==> src/rtl/core/osp_pkg.sv <==
// Package: shared types, constants and the quarter-wave sine table of the open-loop sine PWM.
package osp_pkg;

   // Sizing
   localparam int SINE_TABLE_BITS = 8;
   localparam int COMPARE_BITS    = 16;

   localparam int ANGLE_W     = 32;
   localparam int PEND_W      = 24;
   localparam int PHASE_W     = 8;
   localparam int CMP_W       = 17;
   localparam int VEL_W       = 32;
   localparam int AMP_W       = 16;
   localparam int PER_W       = 17;
   localparam int DIV_W       = 8;
   localparam int ELAPSED_W   = 16;
   localparam int ANGLE_OUT_W = 16;
   localparam int DATA_W      = 32;
   localparam int CSR_ADDR_W  = 5;
   localparam int CSR_IDX_W   = 3;

   // Sine table geometry
   localparam int QTR_STEPS      = 1 << (SINE_TABLE_BITS - 2);
   localparam int SINE_ROM_DEPTH = QTR_STEPS + 1;
   localparam int SINE_IDX_W     = SINE_TABLE_BITS - 1;
   localparam int Z_SHIFT        = 16 - (SINE_TABLE_BITS - 2);
   localparam int SINE_MAG_W     = 17;
   localparam int SINE_V_W       = SINE_MAG_W + 1;

   // Shared multiplier and duty arithmetic
   localparam int MUL_A_W = 33;
   localparam int MUL_B_W = 25;
   localparam int MUL_P_W = MUL_A_W + MUL_B_W;
   localparam int DUTY_W  = 36;
   localparam int DQ_W    = COMPARE_BITS + 1;

   localparam int NUM_PH = 3;
   localparam logic [1:0] LAST_CH = 2'(NUM_PH - 1);

   localparam logic [ANGLE_W-1:0]       THIRD_TURN = 32'h5555_5555;
   localparam logic [PEND_W-1:0]        PEND_MAX   = '1;
   localparam logic signed [DUTY_W-1:0] DUTY_HALF  = 36'sh0_8000_0000;
   localparam logic [DUTY_W-2:0]        DUTY_FULL  = 35'h1_0000_0000;

   // Reset values of the configuration registers
   localparam logic [VEL_W-1:0] VEL_RESET = '0;
   localparam logic [AMP_W-1:0] AMP_RESET = 16'd16384;
   localparam logic [PER_W-1:0] PER_RESET = 17'd4096;
   localparam logic [DIV_W-1:0] DIV_RESET = 8'd2;
   localparam logic [CMP_W-1:0] CMP_RESET = CMP_W'(PER_RESET >> 1);

   // Quarter-wave polynomial coefficients
   localparam longint unsigned POLY_A = 102944;
   localparam longint unsigned POLY_B = 42334;
   localparam longint unsigned POLY_C = 5223;
   localparam longint unsigned POLY_D = 307;
   localparam longint unsigned SINE_CLAMP = 65536;

   typedef enum logic [CSR_IDX_W-1:0] {
      CSR_ANGLE_VELOCITY  = 3'd0,
      CSR_AMPLITUDE_RATIO = 3'd1,
      CSR_PWM_PERIOD      = 3'd2,
      CSR_EVENT_DIVIDER   = 3'd3,
      CSR_OUTPUT_ENABLE   = 3'd4
   } csr_idx_type;

   typedef struct packed {
      logic [VEL_W-1:0] angle_velocity;
      logic [AMP_W-1:0] amplitude_ratio;
      logic [PER_W-1:0] pwm_period;
      logic [DIV_W-1:0] event_divider;
      logic             output_enable;
   } cfg_type;

   typedef struct packed {
      logic [ELAPSED_W-1:0] interval_us;
      logic                 restart;
   } req_type;

   typedef struct packed {
      logic [CMP_W-1:0]       compare_ch1;
      logic [CMP_W-1:0]       compare_ch2;
      logic [CMP_W-1:0]       compare_ch3;
      logic                   updated;
      logic [ANGLE_OUT_W-1:0] angle_out;
   } rsp_type;

   typedef enum logic [3:0] {
      OP_NONE,
      OP_LOAD,
      OP_COUNT,
      OP_MUL_ANGLE,
      OP_ADD_ANGLE,
      OP_SINE,
      OP_MUL_AMP,
      OP_SAT,
      OP_MUL_PER,
      OP_STORE,
      OP_OUT
   } dp_op_type;

   typedef struct packed {
      dp_op_type  op;
      logic [1:0] ch;
      logic       updated;
   } ctrl_cmd_type;

   typedef struct packed {
      logic fire;
      logic enable;
   } dp_status_type;

   typedef enum logic [3:0] {
      ST_IDLE,
      ST_COUNT,
      ST_MUL_ANGLE,
      ST_ADD_ANGLE,
      ST_SINE,
      ST_MUL_AMP,
      ST_SAT,
      ST_MUL_PER,
      ST_STORE,
      ST_WRITE
   } st_type;

   typedef logic [SINE_ROM_DEPTH-1:0][SINE_MAG_W-1:0] sine_rom_type;

   // Evaluate the quarter-wave polynomial once per table step
   function automatic sine_rom_type build_sine_rom();
      sine_rom_type    rom;
      longint unsigned z;
      longint unsigned z2;
      longint unsigned t;
      for (int k = 0; k < SINE_ROM_DEPTH; k++) begin
         z  = longint'(k) << Z_SHIFT;
         z2 = (z * z) >> 16;
         t  = POLY_C - ((POLY_D * z2) >> 16);
         t  = POLY_B - ((t * z2) >> 16);
         t  = POLY_A - ((t * z2) >> 16);
         t  = (t * z) >> 16;
         if (t > SINE_CLAMP) begin
            t = SINE_CLAMP;
         end
         rom[k] = SINE_MAG_W'(t);
      end
      return rom;
   endfunction

   localparam sine_rom_type SINE_ROM = build_sine_rom();

endpackage

==> src/rtl/core/open_loop_sine_pwm_generator_top.sv <==
// Top level: open-loop three-phase sine PWM compare generator.
// Flow: an accepted event passes the count state, then the write state loads the output
// register; when the angle advances, the angle step and, per phase, the sine, amplitude,
// saturation, period and store states come between (one shared multiplier runs seven
// products: the angle step, then amplitude and period for each phase). A new event is taken
// only once the last is loaded; a result not yet taken holds the next one in its output stage.
// Reset (synchronous): angle, divider phase and gathered time clear, compares go neutral.
module open_loop_sine_pwm_generator_top import osp_pkg::*; (
   input  logic                  clock,
   input  logic                  reset,
   input  logic                  req_valid,
   output logic                  req_ready,
   input  req_type               req_data,
   output logic                  rsp_valid,
   input  logic                  rsp_ready,
   output rsp_type               rsp_data,
   input  logic                  psel,
   input  logic                  penable,
   input  logic                  pwrite,
   input  logic [CSR_ADDR_W-1:0] paddr,
   input  logic [DATA_W-1:0]     pwdata,
   output logic [DATA_W-1:0]     prdata,
   output logic                  pready
);

   cfg_type       cfg;
   ctrl_cmd_type  cmd;
   dp_status_type status;

   osp_csr u_csr (
      .clock   (clock),
      .reset   (reset),
      .psel    (psel),
      .penable (penable),
      .pwrite  (pwrite),
      .paddr   (paddr),
      .pwdata  (pwdata),
      .prdata  (prdata),
      .pready  (pready),
      .cfg     (cfg)
   );

   osp_ctrl u_ctrl (
      .clock     (clock),
      .reset     (reset),
      .req_valid (req_valid),
      .req_ready (req_ready),
      .rsp_valid (rsp_valid),
      .rsp_ready (rsp_ready),
      .status    (status),
      .cmd       (cmd)
   );

   osp_dp u_dp (
      .clock    (clock),
      .reset    (reset),
      .req_data (req_data),
      .cfg      (cfg),
      .cmd      (cmd),
      .status   (status),
      .rsp_data (rsp_data)
   );

endmodule

==> src/rtl/core/osp_csr.sv <==
// Configuration register file behind the APB-style port.
module osp_csr import osp_pkg::*; (
   input  logic                  clock,
   input  logic                  reset,
   input  logic                  psel,
   input  logic                  penable,
   input  logic                  pwrite,
   input  logic [CSR_ADDR_W-1:0] paddr,
   input  logic [DATA_W-1:0]     pwdata,
   output logic [DATA_W-1:0]     prdata,
   output logic                  pready,
   output cfg_type               cfg
);

   cfg_type     cfg_ff;
   cfg_type     cfg_in;
   logic        wr_en;
   csr_idx_type idx;

   assign pready = 1'b1;
   assign wr_en  = psel && penable && pwrite;
   assign idx    = csr_idx_type'(paddr[CSR_ADDR_W-1:2]);
   assign cfg    = cfg_ff;

   // Decode a write transfer
   always_comb begin
      cfg_in = cfg_ff;
      if (wr_en) begin
         unique case (idx)
            CSR_ANGLE_VELOCITY:  cfg_in.angle_velocity  = pwdata[VEL_W-1:0];
            CSR_AMPLITUDE_RATIO: cfg_in.amplitude_ratio = pwdata[AMP_W-1:0];
            CSR_PWM_PERIOD:      cfg_in.pwm_period      = pwdata[PER_W-1:0];
            CSR_EVENT_DIVIDER:   cfg_in.event_divider   = pwdata[DIV_W-1:0];
            CSR_OUTPUT_ENABLE:   cfg_in.output_enable   = pwdata[0];
            default:             cfg_in = cfg_ff;
         endcase
      end
   end

   always_ff @(posedge clock) begin
      if (reset) begin
         cfg_ff.angle_velocity  <= VEL_RESET;
         cfg_ff.amplitude_ratio <= AMP_RESET;
         cfg_ff.pwm_period      <= PER_RESET;
         cfg_ff.event_divider   <= DIV_RESET;
         cfg_ff.output_enable   <= 1'b0;
      end else begin
         cfg_ff <= cfg_in;
      end
   end

   // Read back the addressed register
   always_comb begin
      prdata = '0;
      unique case (idx)
         CSR_ANGLE_VELOCITY:  prdata = cfg_ff.angle_velocity;
         CSR_AMPLITUDE_RATIO: prdata = DATA_W'(cfg_ff.amplitude_ratio);
         CSR_PWM_PERIOD:      prdata = DATA_W'(cfg_ff.pwm_period);
         CSR_EVENT_DIVIDER:   prdata = DATA_W'(cfg_ff.event_divider);
         CSR_OUTPUT_ENABLE:   prdata = DATA_W'(cfg_ff.output_enable);
         default:             prdata = '0;
      endcase
   end

endmodule

==> src/rtl/core/osp_ctrl.sv <==
// Controller: sequences one event through the shared-multiplier datapath.
module osp_ctrl import osp_pkg::*; (
   input  logic          clock,
   input  logic          reset,
   input  logic          req_valid,
   output logic          req_ready,
   output logic          rsp_valid,
   input  logic          rsp_ready,
   input  dp_status_type status,
   output ctrl_cmd_type  cmd
);

   st_type     state_ff;
   st_type     state_in;
   logic [1:0] ch_ff;
   logic [1:0] ch_in;
   logic       upd_ff;
   logic       upd_in;
   logic       rsp_valid_ff;
   logic       rsp_valid_in;

   assign rsp_valid = rsp_valid_ff;

   always_ff @(posedge clock) begin
      if (reset) begin
         state_ff     <= ST_IDLE;
         ch_ff        <= '0;
         upd_ff       <= 1'b0;
         rsp_valid_ff <= 1'b0;
      end else begin
         state_ff     <= state_in;
         ch_ff        <= ch_in;
         upd_ff       <= upd_in;
         rsp_valid_ff <= rsp_valid_in;
      end
   end

   // Next state and datapath commands
   always_comb begin
      state_in     = state_ff;
      ch_in        = ch_ff;
      upd_in       = upd_ff;
      rsp_valid_in = rsp_valid_ff && !rsp_ready;
      req_ready    = 1'b0;
      cmd.op       = OP_NONE;
      cmd.ch       = ch_ff;
      cmd.updated  = upd_ff;
      unique case (state_ff)
         ST_IDLE: begin
            req_ready = 1'b1;
            if (req_valid) begin
               cmd.op   = OP_LOAD;
               state_in = ST_COUNT;
            end
         end
         ST_COUNT: begin
            cmd.op = OP_COUNT;
            ch_in  = '0;
            if (status.enable && status.fire) begin
               upd_in   = 1'b1;
               state_in = ST_MUL_ANGLE;
            end else begin
               upd_in   = 1'b0;
               state_in = ST_WRITE;
            end
         end
         ST_MUL_ANGLE: begin
            cmd.op   = OP_MUL_ANGLE;
            state_in = ST_ADD_ANGLE;
         end
         ST_ADD_ANGLE: begin
            cmd.op   = OP_ADD_ANGLE;
            state_in = ST_SINE;
         end
         ST_SINE: begin
            cmd.op   = OP_SINE;
            state_in = ST_MUL_AMP;
         end
         ST_MUL_AMP: begin
            cmd.op   = OP_MUL_AMP;
            state_in = ST_SAT;
         end
         ST_SAT: begin
            cmd.op   = OP_SAT;
            state_in = ST_MUL_PER;
         end
         ST_MUL_PER: begin
            cmd.op   = OP_MUL_PER;
            state_in = ST_STORE;
         end
         ST_STORE: begin
            cmd.op = OP_STORE;
            if (ch_ff == LAST_CH) begin
               state_in = ST_WRITE;
            end else begin
               ch_in    = ch_ff + 2'd1;
               state_in = ST_SINE;
            end
         end
         ST_WRITE: begin
            // Load the output register once the previous transfer is gone
            if (!rsp_valid_ff || rsp_ready) begin
               cmd.op       = OP_OUT;
               rsp_valid_in = 1'b1;
               state_in     = ST_IDLE;
            end
         end
         default: begin
            state_in = ST_IDLE;
         end
      endcase
   end

   // An accepted event keeps the input closed through the count state and the state after it
   a_accept_gap: assert property (@(posedge clock) disable iff (reset)
      req_valid && req_ready |=> !req_ready ##1 !req_ready)
      else $error("input reopened too early");

   // The last phase leads to the output stage
   a_last_phase: assert property (@(posedge clock) disable iff (reset)
      state_ff == ST_STORE && ch_ff == LAST_CH |=> state_ff == ST_WRITE)
      else $error("phase sequence did not finish");

   // Phase counter stays within the three phases
   a_ch_range: assert property (@(posedge clock) disable iff (reset)
      state_ff == ST_STORE |-> ch_ff <= LAST_CH)
      else $error("phase index out of range");

endmodule

==> src/rtl/core/osp_dp.sv <==
// Datapath: event counting, angle, sine lookup, shared multiplier and compare registers.
module osp_dp import osp_pkg::*; (
   input  logic          clock,
   input  logic          reset,
   input  req_type       req_data,
   input  cfg_type       cfg,
   input  ctrl_cmd_type  cmd,
   output dp_status_type status,
   output rsp_type       rsp_data
);

   // Architectural state
   logic [ANGLE_W-1:0] angle_ff;
   logic [PHASE_W-1:0] phase_ff;
   logic [PEND_W-1:0]  pending_ff;
   logic [CMP_W-1:0]   held_ff [NUM_PH];

   // Work registers
   logic [ELAPSED_W-1:0]       elapsed_ff;
   logic                       restart_ff;
   logic signed [MUL_P_W-1:0]  prod_ff;
   logic signed [SINE_V_W-1:0] v_ff;
   logic [DQ_W-1:0]            dq_ff;
   rsp_type                    rsp_ff;

   // Event counting
   logic [PEND_W-1:0]  pend_base;
   logic [PEND_W:0]    pend_sum;
   logic [PEND_W-1:0]  pend_sat;
   logic [PHASE_W-1:0] ph_base;
   logic [PHASE_W-1:0] ph_next;
   logic [DIV_W-1:0]   div_eff;
   logic               fire;
   logic [ANGLE_W-1:0] angle_base;

   // Sine lookup
   logic [ANGLE_W-1:0]          ph_angle;
   logic [SINE_TABLE_BITS-1:0]  sidx;
   logic [1:0]                  quad;
   logic [SINE_IDX_W-1:0]       rom_idx;
   logic [SINE_MAG_W-1:0]       mag;
   logic signed [SINE_V_W-1:0]  v_now;

   // Multiplier and duty
   logic signed [MUL_A_W-1:0] mul_a;
   logic signed [MUL_B_W-1:0] mul_b;
   logic signed [MUL_P_W-1:0] mul_p;
   logic signed [DUTY_W-1:0]  duty;
   logic [DUTY_W-2:0]         duty_sat;
   logic [CMP_W-1:0]          neutral;

   assign neutral  = cfg.pwm_period >> 1;
   assign rsp_data = rsp_ff;

   // Restart, gather time and advance the divider phase
   always_comb begin
      pend_base  = restart_ff ? '0 : pending_ff;
      pend_sum   = {1'b0, pend_base} + (PEND_W + 1)'(elapsed_ff);
      pend_sat   = pend_sum[PEND_W] ? PEND_MAX : pend_sum[PEND_W-1:0];
      ph_base    = restart_ff ? '0 : phase_ff;
      ph_next    = ph_base + PHASE_W'(1);
      div_eff    = (cfg.event_divider == '0) ? DIV_W'(1) : cfg.event_divider;
      fire       = (ph_next >= div_eff) || (ph_next == '0);
      angle_base = restart_ff ? '0 : angle_ff;
   end

   assign status.fire   = fire;
   assign status.enable = cfg.output_enable;

   // Phase angle of the current channel and its quarter-wave lookup
   always_comb begin
      case (cmd.ch)
         2'd0:    ph_angle = angle_ff + THIRD_TURN;
         2'd1:    ph_angle = angle_ff - THIRD_TURN;
         default: ph_angle = angle_ff;
      endcase
      sidx    = ph_angle[ANGLE_W-1 -: SINE_TABLE_BITS];
      quad    = sidx[SINE_TABLE_BITS-1 -: 2];
      rom_idx = {1'b0, sidx[SINE_TABLE_BITS-3:0]};
      if (quad[0]) begin
         rom_idx = SINE_IDX_W'(QTR_STEPS) - rom_idx;
      end
      mag = SINE_ROM[rom_idx];
      // Phase voltage is the negated sine
      v_now = quad[1] ? $signed({1'b0, mag}) : -$signed({1'b0, mag});
   end

   // Operand selection for the shared multiplier
   always_comb begin
      case (cmd.op)
         OP_MUL_ANGLE: begin
            mul_a = $signed({1'b0, cfg.angle_velocity});
            mul_b = $signed({1'b0, pending_ff});
         end
         OP_MUL_AMP: begin
            mul_a = $signed(MUL_A_W'(cfg.amplitude_ratio));
            mul_b = MUL_B_W'(v_ff);
         end
         default: begin
            mul_a = $signed(MUL_A_W'(dq_ff));
            mul_b = $signed(MUL_B_W'(cfg.pwm_period));
         end
      endcase
      mul_p = mul_a * mul_b;
   end

   // Offset by half scale and saturate to the full duty range
   always_comb begin
      duty = DUTY_HALF + $signed(prod_ff[DUTY_W-1:0]);
      if (duty[DUTY_W-1]) begin
         duty_sat = '0;
      end else if (duty[DUTY_W-2:0] > DUTY_FULL) begin
         duty_sat = DUTY_FULL;
      end else begin
         duty_sat = duty[DUTY_W-2:0];
      end
   end

   // State registers
   always_ff @(posedge clock) begin
      if (reset) begin
         angle_ff   <= '0;
         phase_ff   <= '0;
         pending_ff <= '0;
         for (int k = 0; k < NUM_PH; k++) begin
            held_ff[k] <= CMP_RESET;
         end
      end else begin
         case (cmd.op)
            OP_COUNT: begin
               angle_ff   <= angle_base;
               pending_ff <= pend_sat;
               phase_ff   <= fire ? '0 : ph_next;
               if (!cfg.output_enable) begin
                  for (int k = 0; k < NUM_PH; k++) begin
                     held_ff[k] <= neutral;
                  end
               end
            end
            OP_ADD_ANGLE: begin
               angle_ff   <= angle_ff + prod_ff[ANGLE_W-1:0];
               pending_ff <= '0;
            end
            OP_STORE: begin
               case (cmd.ch)
                  2'd0:    held_ff[0] <= prod_ff[COMPARE_BITS +: CMP_W];
                  2'd1:    held_ff[1] <= prod_ff[COMPARE_BITS +: CMP_W];
                  default: held_ff[2] <= prod_ff[COMPARE_BITS +: CMP_W];
               endcase
            end
            default: begin
               angle_ff <= angle_ff;
            end
         endcase
      end
   end

   // Work registers, no reset needed
   always_ff @(posedge clock) begin
      if (cmd.op == OP_LOAD) begin
         elapsed_ff <= req_data.interval_us;
         restart_ff <= req_data.restart;
      end
      if (cmd.op == OP_MUL_ANGLE || cmd.op == OP_MUL_AMP || cmd.op == OP_MUL_PER) begin
         prod_ff <= mul_p;
      end
      if (cmd.op == OP_SINE) begin
         v_ff <= v_now;
      end
      // Keep the duty fraction down to COMPARE_BITS of its Q32 scale
      if (cmd.op == OP_SAT) begin
         dq_ff <= duty_sat[(32 - COMPARE_BITS) +: DQ_W];
      end
      if (cmd.op == OP_OUT) begin
         rsp_ff.compare_ch1 <= held_ff[0];
         rsp_ff.compare_ch2 <= held_ff[1];
         rsp_ff.compare_ch3 <= held_ff[2];
         rsp_ff.updated     <= cmd.updated;
         rsp_ff.angle_out   <= angle_ff[ANGLE_W-1 -: ANGLE_OUT_W];
      end
   end

   // Divider phase stays below the effective divider after counting
   a_phase_bound: assert property (@(posedge clock) disable iff (reset)
      cmd.op == OP_COUNT |=> phase_ff < $past(div_eff))
      else $error("divider phase not below divider");

   // A computed compare never exceeds the period
   a_cmp_bound: assert property (@(posedge clock) disable iff (reset)
      cmd.op == OP_MUL_PER |=>
         prod_ff[COMPARE_BITS +: CMP_W] <= $past(cfg.pwm_period))
      else $error("compare above period");

   // Time gathered is dropped once the angle advances
   a_pend_clear: assert property (@(posedge clock) disable iff (reset)
      cmd.op == OP_ADD_ANGLE |=> pending_ff == '0 && angle_ff == $past(angle_ff + prod_ff[ANGLE_W-1:0]))
      else $error("angle advance lost");

endmodule

==> config.mk <==
export PLATFORM = sky130hd
export DESIGN_NAME = open_loop_sine_pwm_generator_top
export DESIGN_NICKNAME = d
export VERILOG_FILES = /design/src/rtl/core/osp_pkg.sv /design/src/rtl/core/open_loop_sine_pwm_generator_top.sv /design/src/rtl/core/osp_csr.sv /design/src/rtl/core/osp_ctrl.sv /design/src/rtl/core/osp_dp.sv
export SDC_FILE = /design/constraint.sdc
export NUM_CORES = 2
export LEC_CHECK = 0
export ABC_CLOCK_PERIOD_IN_PS = 19000
export BUFFER_PORTS_ARGS = -buffer_cell sky130_fd_sc_hd__clkbuf_2
export CELL_PAD_IN_SITES_DETAIL_PLACEMENT = 1
export CELL_PAD_IN_SITES_GLOBAL_PLACEMENT = 1
export CORE_MARGIN = 1
export CORE_UTILIZATION = 40
export CTS_BUF_LIST = sky130_fd_sc_hd__clkbuf_8 sky130_fd_sc_hd__clkbuf_16
export DETAILED_ROUTE_END_ITERATION = 12
export HOLD_SLACK_MARGIN = 0.03
export PLACE_DENSITY_LB_ADDON = 0.15
export SLEW_MARGIN = 25
export SYNTH_ARGS = -nofsm -noshare
export SYNTH_HDL_FRONTEND = slang
export SYNTH_HIERARCHICAL = 1
export SYNTH_SLANG_ARGS = --single-unit
==> constraint.sdc <==
create_clock -name clock -period 19 [get_ports clock]
set_clock_uncertainty 0.1 [all_clocks]
set_input_delay 1.9 -clock clock [delete_from_list [all_inputs] [get_ports clock]]
set_output_delay 1.9 -clock clock [all_outputs]
set_load 0.02 [all_outputs]
# Word level (Yosys, flattened, before mapping)
# Memory sizes are Yosys's and may differ from the RTL's. A register that Yosys moved wholly into a read port is not among the register bits.
# Cells that the tools add are included.
# op_classes
addsub,9
multipliers,1
div_mod_pow,0
n_lt_le_gt_ge,3
n_eq_ne,29
shifts,0
mux,54
bitwise_logic,6
n_reduce_logical,27
# ops
op,count
32-bit case mux with 2 select lines,3
32-bit case mux with 5 select lines,1
17-bit two-way mux,8
4-bit case mux with 10 select lines,2
25-bit case mux with 2 select lines,1
24-bit two-way mux,2
24-bit case mux with 2 select lines,1
"33-bit by 36-bit adder with 36-bit output, first input constant",1
33-bit by 25-bit multiplier with 36-bit output,1
"35-bit by 33-bit greater-than comparator with 1-bit output, second input constant",1
33-bit two-way mux,1
"32-bit by 31-bit adder with 32-bit output, second input constant",1
32-bit adder,1
"4-bit by 3-bit == test with 1-bit output, second input constant",8
32-bit two-way mux,1
"32-bit by 31-bit subtractor with 32-bit output, second input constant",1
24-bit by 16-bit adder with 25-bit output,1
8-bit two-way mux,3
1-bit two-way mux,23
"4-bit == test, second input constant",5
4-bit two-way mux,5
17-bit negation with 18-bit output,1
"4-bit by 2-bit == test with 1-bit output, second input constant",4
8-bit logical NOT,2
26 further kinds,51
# totals
ff_bits,251
latch_bits,0
ram_bits,51
mem_bits_ro,2176
output_inout_bits,103
wordCells,152
memories,2
# mem_list
memory,depth,width,read_ports,rd_clocked_by_memory_dff,write_ports,line,text
(no name shown),128,17,1,0,0,osp_dp.sv:83,mag = SINE_ROM[rom_idx];
u_dp.held_ff,3,17,3,3,3,osp_dp.sv:16,logic [CMP_W-1:0] held_ff [NUM_PH];

# Logic depth before layout (Yosys ltp)
# depth
depth_word,10
ltp_mapped,40

# By module
# Netlist, hierarchy kept.
# by_module_without_submodules
module,n_inst,cells_each,area_each_um2,seq_area_each_um2
osp_dp,1,3752,34077.7,7497.2
osp_csr,1,359,3693.5,1481.4
osp_ctrl,1,69,519.2,160.2

# Least setup slack after synthesis
# No wires, ideal clock.
# synth_path
kind,input to register
from,input port rsp_ready
to,register u_dp.prod_ff[35] (data pin)
setup_time_ns,0.259
arrival_ns,10.533
required_time_ns,18.641
slack_ns,8.108
cell_stages,34
path_buffers,6
path_cell_list,nor2b_1 -> o32ai_1 -> nand2_1 -> nor3_1 -> clkbuf_1 -> clkbuf_1 -> buf_1 -> buf_1 -> clkbuf_1 -> a22oi_1 -> nand2_1 -> clkbuf_1 -> nand2_1 -> fa_1 -> fa_1 -> fa_1 -> inv_1 -> ha_1 -> fa_1 -> inv_1 -> fa_1 -> fa_1 -> inv_1 -> ha_1 -> o21a_1 -> o31a_1 -> o41ai_1 -> o211ai_1 -> a31oi_1 -> a21oi_1 -> a211o_1 -> a21o_1 -> a21oi_1 -> xnor2_1
# synth_rtl
item,line,text
"start, declared",open_loop_sine_pwm_generator_top.sv:15,"input logic rsp_ready,"
"end signal, assigned",osp_dp.sv:165,prod_ff <= mul_p;
"end, declared",osp_dp.sv:21,logic signed [MUL_P_W-1:0] prod_ff;

==> results_dict.tcl <==
set metrics [dict create \
    critPathSlowestCell "sky130_fd_sc_hd__o41ai_1" \
    ff_to_ff_setup_slack_ns 7.63 \
    drc 0 \
    worst_hold_slack_ns 0.3174 \
    yosysMostFrequentCell "sky130_fd_sc_hd__inv_1" \
    grt_pass1_wl_um 205800 \
    timing.final.crit_share_pct 64.16 \
    cts_num_sinks 353 \
    vias 31080 \
    global_placer_s_final_weighted_congestion 0.9198 \
    via_count_of_the_first_global_routing_pass 32180 \
    timing.critical_path.buf_inv 6 \
    die_x_um 311.4 \
    setup_total_negative_slack_ns 0 \
    synthToLayoutAreaGrowth_pct 9.411 \
    critPathMaxStageDelay_ns 0.82 \
    drt_wl_total_um 136700 \
    row_count 113 \
    synth.avg_cell_area_um2 9.160 \
    via_per_inst 5.605 \
    worstSetupPathType "input port to register" \
    yosys_warnings 6 \
    firstDrtPassIters 5 \
    rsz0062_at_grt "no" \
    max_clock_freq_mhz 82.03 \
    yosysSeqAreaShare_pct 23.87 \
    yosys.area.top_type_share_pct 25.30 \
    routed_wire_length_per_instance_um 24.65 \
    top_cell_type_by_total_area_after_synthesis "sky130_fd_sc_hd__fa_1" \
    syn_area_um2 38290 \
    final_core_utilization_pct 44.16 \
    power_switching_share_pct 44.95 \
    critPathLaunchType "input port" \
    io_buffers 160 \
    worst_setup_slack_post_dpl_ns 6.226 \
    synth_async_sr_flop_share_pct 0 \
    drt_iter0_drc 2300 \
    sequential_cell_area_um2 9139 \
    synthesis.nets 4959 \
    worstSkewPairLatency_ns 0.61 \
    p_leak_uw 0.01865 \
    switchingPower_uw 1716 \
    yosys-top-cells-area "sky130_fd_sc_hd__fa_1 (25%), sky130_fd_sc_hd__edfxtp_1 (16%), sky130_fd_sc_hd__ha_1 (7.6%)" \
    run_status "complete, no violations" \
    cpLargestDelayFamily "adder cells" \
    cellInternalPower_uw 2101 \
    power.clock.fraction_pct 22.5 \
    critical_path_arrival_ns 12.44 \
    tritoncts "yes" \
    maximum_number_of_pins_on_one_net_before_global_route_repair 110 \
    htree_levels 2 \
    initial_core_util_pct 40.36 \
    detailed_place_hpwl_um 102800 \
    fp.coreArea_um2 94870 \
    pin_count 164 \
    synth-main-ff-cell "sky130_fd_sc_hd__edfxtp_1" \
    setup_viol_count_final 0 \
    worstPathRequired_ns 19.25 \
    post_cts_resized 0 \
    p_per_area_nw_per_um2 91.11 \
    postCtsSetupBuffers 0 \
    timing.hold.worst.class "register to register" \
    globalRouteTotalUtil_pct 28.19 \
    final_antenna_net_count 0 \
    worst-path-max-fanout 75 \
    clk_root_buffer_cell "sky130_fd_sc_hd__clkbuf_16" \
    final_hold_viols 0 \
    number_of_synthesized_flops_with_an_enable_pin 207 \
    net_count_final 5021 \
    sequentialPowerShare_pct 27.4 \
    cts_buffers 44 \
    post-route-min-period_ns 12.19 \
    vdd.ir_drop.worst_mv 0.07946 \
    worst_setup_path_end_kind "register" \
    total_overflow_reported_by_the_global_router 0 \
    synth_cells 4180 \
    timing_max_transition_violations_final 0 \
    multi_input_area_um2 26100 \
    grt_antenna_before_repair 2 \
    slew-limit-headroom_pct 28.94 \
    die-height_um 311.4 \
    post_route_cells_drive_above_1_share_pct 9.140 \
    synth.lib_cells_used.distinct 107 \
    cts_hold_buffers 0 \
    fp.dieArea_um2 96970 \
    cts_max_path_buffers 3 \
    number_of_synthesized_register_bits 353 \
    critical_path.most_common_cell "sky130_fd_sc_hd__fa_1" \
    max_cap_violations 0 \
    synth_common_cells "sky130_fd_sc_hd__inv_1 (604), sky130_fd_sc_hd__nor2_1 (488), sky130_fd_sc_hd__fa_1 (484)" \
    path_clk_slew_ns 0.06 \
    filler_cell_count 10940 \
    setup_ws_ns 6.809 \
    worst_slew_pin_slew_ns 1.066 \
    power_frac_comb_pct 50.1 \
]
## logic make-up after synthesis
kind of cell / after synthesis / synth area share, %
muxes: 101 / 2.879
DFF: 353 / 23.87
xor gates and xnor gates: 138 / 3.232
AOI/OAI and AO/OA: 608 / 11.22
other: 1 / 0.009794
buffers and inverters: 820 / 8.401
and+or+nand+nor: 1440 / 17.41
adders and majority gates: 719 / 32.98
## per-layer routing
layer  vias up  share of wire (%)  GRT usage, %
li1      13840                  -             -
met1     16110                 45         40.20
met2       948                 46         45.29
met3       179                6.1         3.574
met4         0                2.5         6.874
met5         -                  0             0
## stage by stage
| step | power (µW) | cells | cell area [µm²] |
|---|---|---|---|
| CTS | 3825 | 5542 | 41850 |
| global route | 4039 | 5543 | 41890 |
| global placement | 2923 | 5460 | 40390 |
| detailed placement | 2948 | 5460 | 40390 |
| finish | 3817 | 5545 | 41890 |
| floorplan | 2278 | 4180 | 38290 |
## cell type report
type	instances	area share, %
clock buffer	46	2.748
sequential	353	21.81
multi-input combinational	3007	62.29
timing repair buffer	229	3.184
clock inverter	36	0.7347
inverter	607	5.439
antenna	2	0.01195
tap	1265	3.778
## flip-flops by register name, summed over array words and instances, names as in the netlist
signal	count
u_dp/prod_ff	36
u_ctrl/ch_ff	2
u_dp/phase_ff	8
u_dp/held_ff	51
u_csr/cfg	74
u_ctrl/rsp_valid	1
u_dp/angle_ff	32
u_ctrl/state_ff	4
u_dp/pending_ff	24
u_dp/v_ff	18
u_dp/elapsed_ff	16
u_dp/restart_ff	1
u_ctrl/upd_ff	1
u_dp/dq_ff	17
u_dp/rsp_data	68
## worst reg2reg max path: cells and delay by family (launching register included)
family	cells	cell delay, ns
compound gates	11	3.50
xor+xnor	1	0.09
buf+inv	5	1.16
fa+ha+maj	8	3.61
simple gates	5	2.01
flops	1	0.65
## power groups by stage
stage | clock [µW] | sequential [µW] | combinational, µW
3_3_place_gp | 0 | 1060 | 1860
4_1_cts | 879 | 1050 | 1900
2_1_floorplan | 0 | 1020 | 1260
6_report | 859 | 1050 | 1910
5_1_grt | 905 | 1050 | 2080
3_5_place_dp | 0 | 1060 | 1880
## cell usage in the layout (no fill, tap or decap), types with 23 or more instances in the layout
cell type	instances
sky130_fd_sc_hd__mux2i_1	91
sky130_fd_sc_hd__buf_4	69
sky130_fd_sc_hd__nand2b_1	137
sky130_fd_sc_hd__ha_1	234
sky130_fd_sc_hd__o21ai_0	78
sky130_fd_sc_hd__nor2_1	484
sky130_fd_sc_hd__nand2_1	438
sky130_fd_sc_hd__edfxtp_1	207
sky130_fd_sc_hd__clkbuf_2	159
sky130_fd_sc_hd__fa_1	484
sky130_fd_sc_hd__and2_1	75
sky130_fd_sc_hd__dfxtp_1	146
sky130_fd_sc_hd__inv_1	609
sky130_fd_sc_hd__xnor2_1	102
sky130_fd_sc_hd__clkbuf_16	46
sky130_fd_sc_hd__a211oi_1	23
sky130_fd_sc_hd__nor3_1	48
sky130_fd_sc_hd__nor2b_1	45
sky130_fd_sc_hd__a21o_1	29
sky130_fd_sc_hd__a21oi_1	146
sky130_fd_sc_hd__a22oi_1	64
sky130_fd_sc_hd__nand3_1	77
sky130_fd_sc_hd__xor2_1	32
## path summary, 6_finish.rpt
kind | to | depth (start not counted) | startpoint
hold reg to reg | u_dp/rsp_data[47] | 0 | u_dp/held_ff[0][30]
setup reg to reg | u_dp/prod_ff[35] | 30 | u_ctrl/state_ff[0]
hold / removal | u_dp/rsp_data[47] | 0 | u_dp/held_ff[0][30]
setup / recovery | u_dp/prod_ff[35] | 32 | rsp_ready
(Power assumes the default switching activity.)
